`src/sv/rag_pkg.sv`:
```
`default_nettype none
// ----------------------------------------------------------------------------
// Rational accumulator package
// Command codes, field widths and the sequencer-to-unit control struct.
// ----------------------------------------------------------------------------
package rag_pkg;

  localparam int FIELD_W = 32;

  // Command codes carried in the input item.
  typedef enum logic [1:0] {
    CMD_LOAD = 2'd0,
    CMD_ADD  = 2'd1,
    CMD_NORM = 2'd2,
    CMD_NOP  = 2'd3
  } cmd_t;

  // Control struct for the shared divide unit: a start bit.
  typedef struct packed {
    logic start;
  } div_ctl_t;

endpackage : rag_pkg
`default_nettype wire

```
`src/sv/rag_divider.sv`:
```
`default_nettype none
// ----------------------------------------------------------------------------
// Rational accumulator divider
// Restoring unsigned divider, one quotient bit per cycle. Shared for the
// Euclidean remainders and for the final quotient divisions.
// ----------------------------------------------------------------------------
module rag_divider #(
  parameter int W = 32
) (
  input  wire                  clk,
  input  wire                  rst_n,
  input  rag_pkg::div_ctl_t    ctl,
  input  wire  [W-1:0]         dividend,
  input  wire  [W-1:0]         divisor,
  output logic                 done,
  output logic [W-1:0]         quotient,
  output logic [W-1:0]         remainder
);
  import rag_pkg::*;

  localparam int CW = $clog2(W + 1);

  logic [W-1:0]  q_r, q_nxt;
  logic [W-1:0]  rem_r, rem_nxt;
  logic [W-1:0]  d_r, d_nxt;
  logic [CW-1:0] cnt_r, cnt_nxt;
  logic          busy_r, busy_nxt;
  logic          done_r, done_nxt;
  logic [W:0]    trial;
  logic [W:0]    diff;

  // One shift-and-subtract step per cycle.
  always_comb begin
    q_nxt    = q_r;
    rem_nxt  = rem_r;
    d_nxt    = d_r;
    cnt_nxt  = cnt_r;
    busy_nxt = busy_r;
    done_nxt = 1'b0;
    trial    = {rem_r, q_r[W-1]};
    diff     = trial - {1'b0, d_r};
    if (ctl.start) begin
      q_nxt    = dividend;
      rem_nxt  = '0;
      d_nxt    = divisor;
      cnt_nxt  = CW'(W);
      busy_nxt = 1'b1;
    end else if (busy_r) begin
      if (!diff[W]) begin
        rem_nxt = diff[W-1:0];
        q_nxt   = {q_r[W-2:0], 1'b1};
      end else begin
        rem_nxt = trial[W-1:0];
        q_nxt   = {q_r[W-2:0], 1'b0};
      end
      cnt_nxt = cnt_r - 1'b1;
      if (cnt_r == CW'(1)) begin
        busy_nxt = 1'b0;
        done_nxt = 1'b1;
      end
    end
  end

  always_ff @(posedge clk) begin
    if (!rst_n) begin
      busy_r <= 1'b0;
      done_r <= 1'b0;
      cnt_r  <= '0;
    end else begin
      busy_r <= busy_nxt;
      done_r <= done_nxt;
      cnt_r  <= cnt_nxt;
    end
    q_r   <= q_nxt;
    rem_r <= rem_nxt;
    d_r   <= d_nxt;
  end

  assign done      = done_r;
  assign quotient  = q_r;
  assign remainder = rem_r;

  // A finished division never coincides with a running one.
  a_done_idle: assert property (@(posedge clk) disable iff (!rst_n)
    done_r |-> !busy_r) else $error("divider done while busy");
  a_start_busy: assert property (@(posedge clk) disable iff (!rst_n)
    ctl.start |=> busy_r) else $error("divider did not start");
  a_cnt_range: assert property (@(posedge clk) disable iff (!rst_n)
    busy_r |-> cnt_r != '0) else $error("divider count underrun");

endmodule : rag_divider
`default_nettype wire

```
`src/sv/rational_accumulator_gcd_reduce_unit.sv`:
```
`default_nettype none
// ----------------------------------------------------------------------------
// Rational accumulator with gcd reduction
// Holds one signed fraction; load, add and normalize commands.
// ----------------------------------------------------------------------------
// One item is taken at a time; in_tready is low while it is worked on. An add
// computes its three products in turn on one multiplier, then the sum. Each
// reduction runs the shared one-bit-per-cycle divider: once per Euclidean
// remainder step (at most about 1.44*WORD_WIDTH steps, usually far fewer),
// then twice for the quotient divisions of numerator and denominator.
// The result waits in an output register while the next item is accepted
// once the sequencer is back in its idle state.
module rational_accumulator_gcd_reduce_unit #(
  parameter int WORD_WIDTH = 32
) (
  input  wire         clk,
  input  wire         rst_n,
  input  wire         in_tvalid,
  output logic        in_tready,
  // tdata: operand_numerator[31:0], operand_denominator[63:32]
  input  wire  [63:0] in_tdata,
  // tuser: command[1:0]
  input  wire  [1:0]  in_tuser,
  output logic        out_tvalid,
  input  wire         out_tready,
  // tdata: result_numerator[31:0], result_denominator[63:32],
  //        value_valid[64], overflow[65], zero fill[71:66]
  output logic [71:0] out_tdata,
  input  wire         cfg_wr_en,
  input  wire         cfg_wr_data
);
  import rag_pkg::*;

  localparam int W  = WORD_WIDTH;
  localparam int PW = 2 * W;

  typedef enum logic [3:0] {
    S_IDLE, S_MUL1, S_MUL2, S_MUL3, S_SUM, S_RED, S_GCD, S_GCDW,
    S_QN, S_QNW, S_QD, S_QDW, S_OUT
  } state_t;

  state_t       state_r;
  logic         auto_r;
  logic [W-1:0] num_r, den_r;
  logic [W-1:0] on_r, od_r;
  logic [W-1:0] p1_r, p2_r;
  logic [W-1:0] a_r, b_r, g_r;
  logic         ovf_r;
  logic         nneg_r, dneg_r;
  logic         norm_r;
  logic         ovalid_r;
  logic [71:0]  odata_r;

  // Operand conversion from the 32-bit field to the word.
  function automatic logic [W-1:0] from_field(input logic [31:0] v);
    logic [PW+31:0] x;
    x = {{PW{v[31]}}, v};
    return x[W-1:0];
  endfunction
  function automatic logic fits(input logic [31:0] v);
    logic [PW+31:0] x, y;
    x = {{PW{v[31]}}, v};
    y = {{(PW+32){x[W-1]}}};
    y[W-1:0] = x[W-1:0];
    return x == y;
  endfunction
  function automatic logic [W-1:0] mag(input logic [W-1:0] x);
    return x[W-1] ? (~x + 1'b1) : x;
  endfunction
  function automatic logic [31:0] to_field(input logic [W-1:0] x);
    logic [PW+31:0] e;
    e = {{(PW+32){x[W-1]}}};
    e[W-1:0] = x;
    return e[31:0];
  endfunction

  // Shared multiplier: one product per cycle, registered.
  logic [W-1:0] ma, mb;
  logic [PW-1:0] prod;
  logic [PW-1:0] prod_w;
  logic         mul_ovf;
  logic         mneg;
  always_comb begin
    ma = num_r; mb = od_r;
    case (state_r)
      S_MUL1:  begin ma = num_r; mb = od_r; end
      S_MUL2:  begin ma = on_r;  mb = den_r; end
      S_MUL3:  begin ma = den_r; mb = od_r; end
      default: begin ma = num_r; mb = od_r; end
    endcase
    mneg   = ma[W-1] ^ mb[W-1];
    prod   = mag(ma) * mag(mb);
    prod_w = mneg ? PW'(~prod + 1'b1) : prod;
    mul_ovf = mneg ? (prod > PW'({1'b1, {(W-1){1'b0}}}))
                   : (prod > PW'({1'b0, {(W-1){1'b1}}}));
  end
  logic [W-1:0] prod_lo;
  assign prod_lo = prod_w[W-1:0];

  // Shared divider.
  div_ctl_t     dctl;
  logic [W-1:0] dvd, dvs, dq, dr;
  logic         ddone;
  rag_divider #(.W(W)) u_div (
    .clk(clk), .rst_n(rst_n), .ctl(dctl), .dividend(dvd), .divisor(dvs),
    .done(ddone), .quotient(dq), .remainder(dr)
  );
  always_comb begin
    dctl.start = (state_r == S_GCD) || (state_r == S_QN) || (state_r == S_QD);
    case (state_r)
      S_GCD:   begin dvd = a_r;        dvs = b_r; end
      S_QN:    begin dvd = mag(num_r); dvs = g_r; end
      S_QD:    begin dvd = mag(den_r); dvs = g_r; end
      default: begin dvd = a_r;        dvs = b_r; end
    endcase
  end

  logic [W-1:0] sum;
  logic         sum_ovf;
  assign sum     = p1_r + p2_r;
  assign sum_ovf = (p1_r[W-1] == p2_r[W-1]) && (sum[W-1] != p1_r[W-1]);

  logic [W-1:0] smin;
  assign smin = {1'b1, {(W-1){1'b0}}};

  assign in_tready  = (state_r == S_IDLE);
  assign out_tvalid = ovalid_r;
  assign out_tdata  = odata_r;

  // Sequencer with state and registered outputs.
  always_ff @(posedge clk) begin
    if (!rst_n) begin
      state_r  <= S_IDLE;
      auto_r   <= 1'b1;
      num_r    <= '0;
      den_r    <= '0;
      ovalid_r <= 1'b0;
      ovf_r    <= 1'b0;
    end else begin
      if (cfg_wr_en) auto_r <= cfg_wr_data;
      if (ovalid_r && out_tready && state_r != S_OUT) ovalid_r <= 1'b0;
      case (state_r)
        S_IDLE: begin
          if (in_tvalid && in_tready) begin
            on_r  <= from_field(in_tdata[31:0]);
            od_r  <= from_field(in_tdata[63:32]);
            ovf_r <= 1'b0;
            norm_r <= auto_r;
            case (cmd_t'(in_tuser))
              CMD_LOAD: begin
                num_r <= from_field(in_tdata[31:0]);
                den_r <= from_field(in_tdata[63:32]);
                ovf_r <= !fits(in_tdata[31:0]) || !fits(in_tdata[63:32]);
                state_r <= auto_r ? S_RED : S_OUT;
              end
              CMD_ADD: begin
                ovf_r <= !fits(in_tdata[31:0]) || !fits(in_tdata[63:32]);
                state_r <= S_MUL1;
              end
              CMD_NORM: state_r <= S_RED;
              default:  state_r <= S_OUT;
            endcase
          end
        end
        S_MUL1: begin
          p1_r <= prod_lo; ovf_r <= ovf_r | mul_ovf; state_r <= S_MUL2;
        end
        S_MUL2: begin
          p2_r <= prod_lo; ovf_r <= ovf_r | mul_ovf; state_r <= S_MUL3;
        end
        S_MUL3: begin
          den_r <= prod_lo; ovf_r <= ovf_r | mul_ovf; state_r <= S_SUM;
        end
        S_SUM: begin
          num_r <= sum; ovf_r <= ovf_r | sum_ovf;
          state_r <= norm_r ? S_RED : S_OUT;
        end
        S_RED: begin
          if (den_r == '0) begin
            state_r <= S_OUT;
          end else begin
            if (den_r[W-1]) begin
              num_r <= ~num_r + 1'b1;
              den_r <= ~den_r + 1'b1;
              ovf_r <= ovf_r | (num_r == smin) | (den_r == smin);
              a_r   <= mag(~den_r + 1'b1);
              b_r   <= mag(~num_r + 1'b1);
            end else begin
              a_r <= mag(den_r);
              b_r <= mag(num_r);
            end
            state_r <= S_GCD;
          end
        end
        S_GCD: begin
          if (b_r == '0) begin
            g_r     <= a_r;
            state_r <= S_QN;
          end else begin
            state_r <= S_GCDW;
          end
        end
        S_GCDW: begin
          if (ddone) begin
            a_r     <= b_r;
            b_r     <= dr;
            state_r <= S_GCD;
          end
        end
        S_QN: begin
          nneg_r  <= num_r[W-1];
          state_r <= S_QNW;
        end
        S_QNW: begin
          if (ddone) begin
            num_r   <= nneg_r ? (~dq + 1'b1) : dq;
            state_r <= S_QD;
          end
        end
        S_QD: begin
          dneg_r  <= den_r[W-1];
          state_r <= S_QDW;
        end
        S_QDW: begin
          if (ddone) begin
            den_r   <= dneg_r ? (~dq + 1'b1) : dq;
            state_r <= S_OUT;
          end
        end
        S_OUT: begin
          if (!ovalid_r || out_tready) begin
            odata_r  <= {6'b0, ovf_r, den_r != '0, to_field(den_r), to_field(num_r)};
            ovalid_r <= 1'b1;
            state_r  <= S_IDLE;
          end
        end
        default: state_r <= S_IDLE;
      endcase
    end
  end

  // The unit takes no item while it is working on one.
  a_busy_no_in: assert property (@(posedge clk) disable iff (!rst_n)
    state_r != S_IDLE |-> !in_tready) else $error("ready while busy");
  a_out_hold: assert property (@(posedge clk) disable iff (!rst_n)
    out_tvalid && !out_tready |=> out_tvalid && $stable(out_tdata))
    else $error("result dropped");
  a_valid_flag: assert property (@(posedge clk) disable iff (!rst_n)
    out_tvalid && out_tdata[63:32] != 32'd0 |-> out_tdata[64])
    else $error("valid flag mismatch");

endmodule : rational_accumulator_gcd_reduce_unit
`default_nettype wire

```
`config.mk`:
```
export PLATFORM = sky130hd
export DESIGN_NAME = rational_accumulator_gcd_reduce_unit
export DESIGN_NICKNAME = d
export VERILOG_FILES = /design/src/sv/rag_pkg.sv /design/src/sv/rag_divider.sv /design/src/sv/rational_accumulator_gcd_reduce_unit.sv
export SDC_FILE = /design/constraint.sdc
export NUM_CORES = 2
export LEC_CHECK = 0
export ABC_AREA = 1
export BUFFER_PORTS_ARGS = -buffer_cell sky130_fd_sc_hd__buf_4
export CORE_MARGIN = 2
export CORE_UTILIZATION = 55
export CTS_CLUSTER_SIZE = 20
export DETAILED_ROUTE_END_ITERATION = 8
export GPL_TIMING_DRIVEN = 0
export PLACE_DENSITY = 0.71
export SLEW_MARGIN = 20
export SYNTH_ARGS = -nofsm -noshare
export SYNTH_HDL_FRONTEND = slang
export SYNTH_SLANG_ARGS = --single-unit
```
`constraint.sdc`:
```
create_clock -name clk -period 10.6 [get_ports clk]
set_clock_uncertainty 0.1 [all_clocks]
set_input_delay 0.53 -clock clk [delete_from_list [all_inputs] [get_ports clk]]
set_output_delay 0.53 -clock clk [all_outputs]
set_load 0.1 [all_outputs]
```
==> run metrics <==
final period utilization=0.997; Yosys warnings=0; Max Cap Viol=1; fill cell count=10800; final count of pins violating max slew=1; Synth Flop Type=edfxtp_1; clk sinks=468; vias in the first global route=61900; final core utilization=0.628; PortBufs=138; drt via density=6.10; Vias=65000; slowest stage delay, CP=700 ps; Core ar.=118000 sq um; count of different cell masters after synthesis=71; Post-Syn Instances=8696; Critical Path Fanout Max=10; Die Width=350 um; clk buf depth=3; Slowest cell on crit path=fa_2; layout cell share with drive strength beyond 1=0.106; Routed WL=300 mm; Worst-Skew Late Latency=670 ps; final setup fails=0; Worst-Margin Slew=1490 ps; hpwl dp=249 mm; hold crit path type=in2reg; cell mode on critical path=inv_1; crit end category=register; first-pass detailed-route iteration total=9; Setup CP Type=reg2reg; TritonCTS clock tree=done; initial antenna violation count=13; RSZ-0062 raised after global routing=true; failing checks=design-rule violations, max-capacitance violations, max-slew violations; sequential cell area=13000 sq um; Worst-path clk slew=70 ps; remaining antenna violation count=0; CTS H-tree depth=2; final hold violations=0; number of enable flip-flop cells after synthesis=357; CP required=11040 ps; Rel. slew slack=-0.00485; RePlAce Congestion=1.20; largest net degree at the start of global routing=31; outcome=finished with violations; CP arrival=11000 ps; initial core utilization=0.556; gr ovfl total=0; routed len/inst=28.2 um; fmax=0.0946 GHz; Total GRT Usage=0.486; cts bufs inserted=47; synthesized flop and latch total=468; Post-synth ARST share=0; synth-to-layout area growth=12.9%; IO Count=146; area of the multi-input gates=46500 sq um; Syn Area/Cell=7.57 sq um; die area=122000 sq um; DR iter-0 viols=10100; row count=126; CTS Root Buffer Type=clkbuf_16; register area share after synthesis=0.197; Period minus WS final=10570 ps; first-pass GRT wire length=422 mm; DIE HEIGHT=350 um; Mapped Area=65800 sq um; Residual DRC=2; Nets=10300; startpoint types=register
-- sequential cells by signal (all words and copies together) (netlist names), 4 cells and up --
| name | count |
|---|---|
| u_div.cnt_r | 6 |
| od_r | 32 |
| on_r | 32 |
| den_r | 32 |
| p2_r | 32 |
| u_div.remainder | 32 |
| num_r | 32 |
| u_div.quotient | 32 |
| u_div.d_r | 32 |
| b_r | 32 |
| out_tdata | 66 |
| g_r | 32 |
| state_r | 4 |
| p1_r | 32 |
| a_r | 32 |
-- critical path, delay by kind of cell (launching register included) --
kind | cells | cell delay [ps]
fa+ha+maj | 9 | 4500
simple gates | 18 | 2650
buf+inv | 18 | 2250
compound gates | 3 | 350
flops | 1 | 310
xor+xnor | 1 | 220
-- area by class of cell --
cell class | instances | area share
clock buffers | 54 | 0.0169
clock inverters | 33 | 0.00524
diodes | 14 | 0.000471
inverters | 1770 | 0.0912
plain buffers | 329 | 0.0300
multi-input cells | 6134 | 0.626
repair buffers | 253 | 0.0291
well taps | 1600 | 0.0269
flip-flops and latches | 468 | 0.174
-- metal layers --
metal	vias up	wire (um)	global-route usage
met5	-	887	0.0161
met4	31	20000	0.252
met3	1008	57200	0.273
met2	5172	112000	0.626
met1	31300	110000	0.639
li1	27500	-	-
-- cells in the final DEF (no fill, tap or decap), types with 33 or more instances in the layout --
cell       Yosys  layout
nand2_1     2087    2022
inv_1       1721    1699
nor2_1      1028     981
fa_1         898     865
o21ai_0      402     379
edfxtp_1     357     357
ha_1         339     310
a21oi_1      302     278
nand3_1      280     263
buf_4         18     251
clkbuf_1     222     142
xor2_1       127     108
dfxtp_1      111     107
o211ai_1      92      92
nand4_1       83      83
buf_6         18      56
nand2_2       20      52
clkbuf_16      0      49
nor2_2        20      45
o22ai_1       45      45
nor3_1        70      45
nand2_4        3      36
xnor2_1       39      36
clkbuf_4       0      35
fa_2           0      33
-- repair_timing --
action	4_1_cts	5_1_grt
resized for setup	333	488
setup endpoints to repair	68	53
endpoints found under the hold margin	2	0
cloned	0	1
pin swaps	21	97
buffers inserted	28	62
hold buffers	3	0
-- Yosys cell counts, types with 70 or more instances --
master    count  area share
nand2_1    2087        0.12
inv_1      1721       0.098
nor2_1     1028       0.059
fa_1        898        0.27
o21ai_0     402       0.031
edfxtp_1    357        0.16
ha_1        339       0.064
a21oi_1     302       0.023
nand3_1     280       0.021
clkbuf_1    222       0.013
xor2_1      127       0.017
dfxtp_1     111       0.034
o211ai_1     92       0.010
nand4_1      83      0.0079
nor3_1       70      0.0053
-- stage by stage --
| step | hold slack [ps] | std cells | TNS, ps | worst slack (ps) | cell area [sq um] |
|---|---|---|---|---|---|
| global placement | 316 | 10400 | -147240 | -3290 | 68800 |
| finish | 25.6 | 10700 | 0 | 33.9 | 74300 |
| floorplan | 306 | 8701 | 0 | 1420 | 65800 |
| detailed placement | 326 | 10500 | -125410 | -3060 | 69200 |
| global route | 27.0 | 10600 | -844 | -128 | 74300 |
| CTS | 14.8 | 10600 | -47.0 | -39.0 | 72200 |
-- cells by family (layout without fill, tap and decap cells) --
group | count (synthesis) | in the layout | share of synthesized area
XOR/XNOR | 167 | 167 | 0.0223
flip-flops | 468 | 468 | 0.197
buffers and inverters | 2100 | 2439 | 0.124
AND/OR/NAND/NOR | 3715 | 3716 | 0.231
adder cells (fa/ha/maj) | 1237 | 1237 | 0.338
AO/OA/AOI/OAI | 1008 | 1008 | 0.0882
other | 1 | 20 | 0.0000570
-- final timing paths --
kind,cells past startpoint,start,slack [ps],endpoint
setup / recovery,49,state_r[1]$_SDFFE_PN0P_,30,den_r[24]$_SDFFE_PN0P_
hold / removal,1,in_tdata[39],30,od_r[7]$_DFFE_PP_
setup reg to reg,49,state_r[1]$_SDFFE_PN0P_,30,den_r[24]$_SDFFE_PN0P_
hold reg to reg,0,den_r[20]$_SDFFE_PN0P_,350,out_tdata[52]$_DFFE_PP_
Power is left out: the tool's default activity adds up to more than one toggle a clock period on the data nets, which glitch-free logic cannot reach.
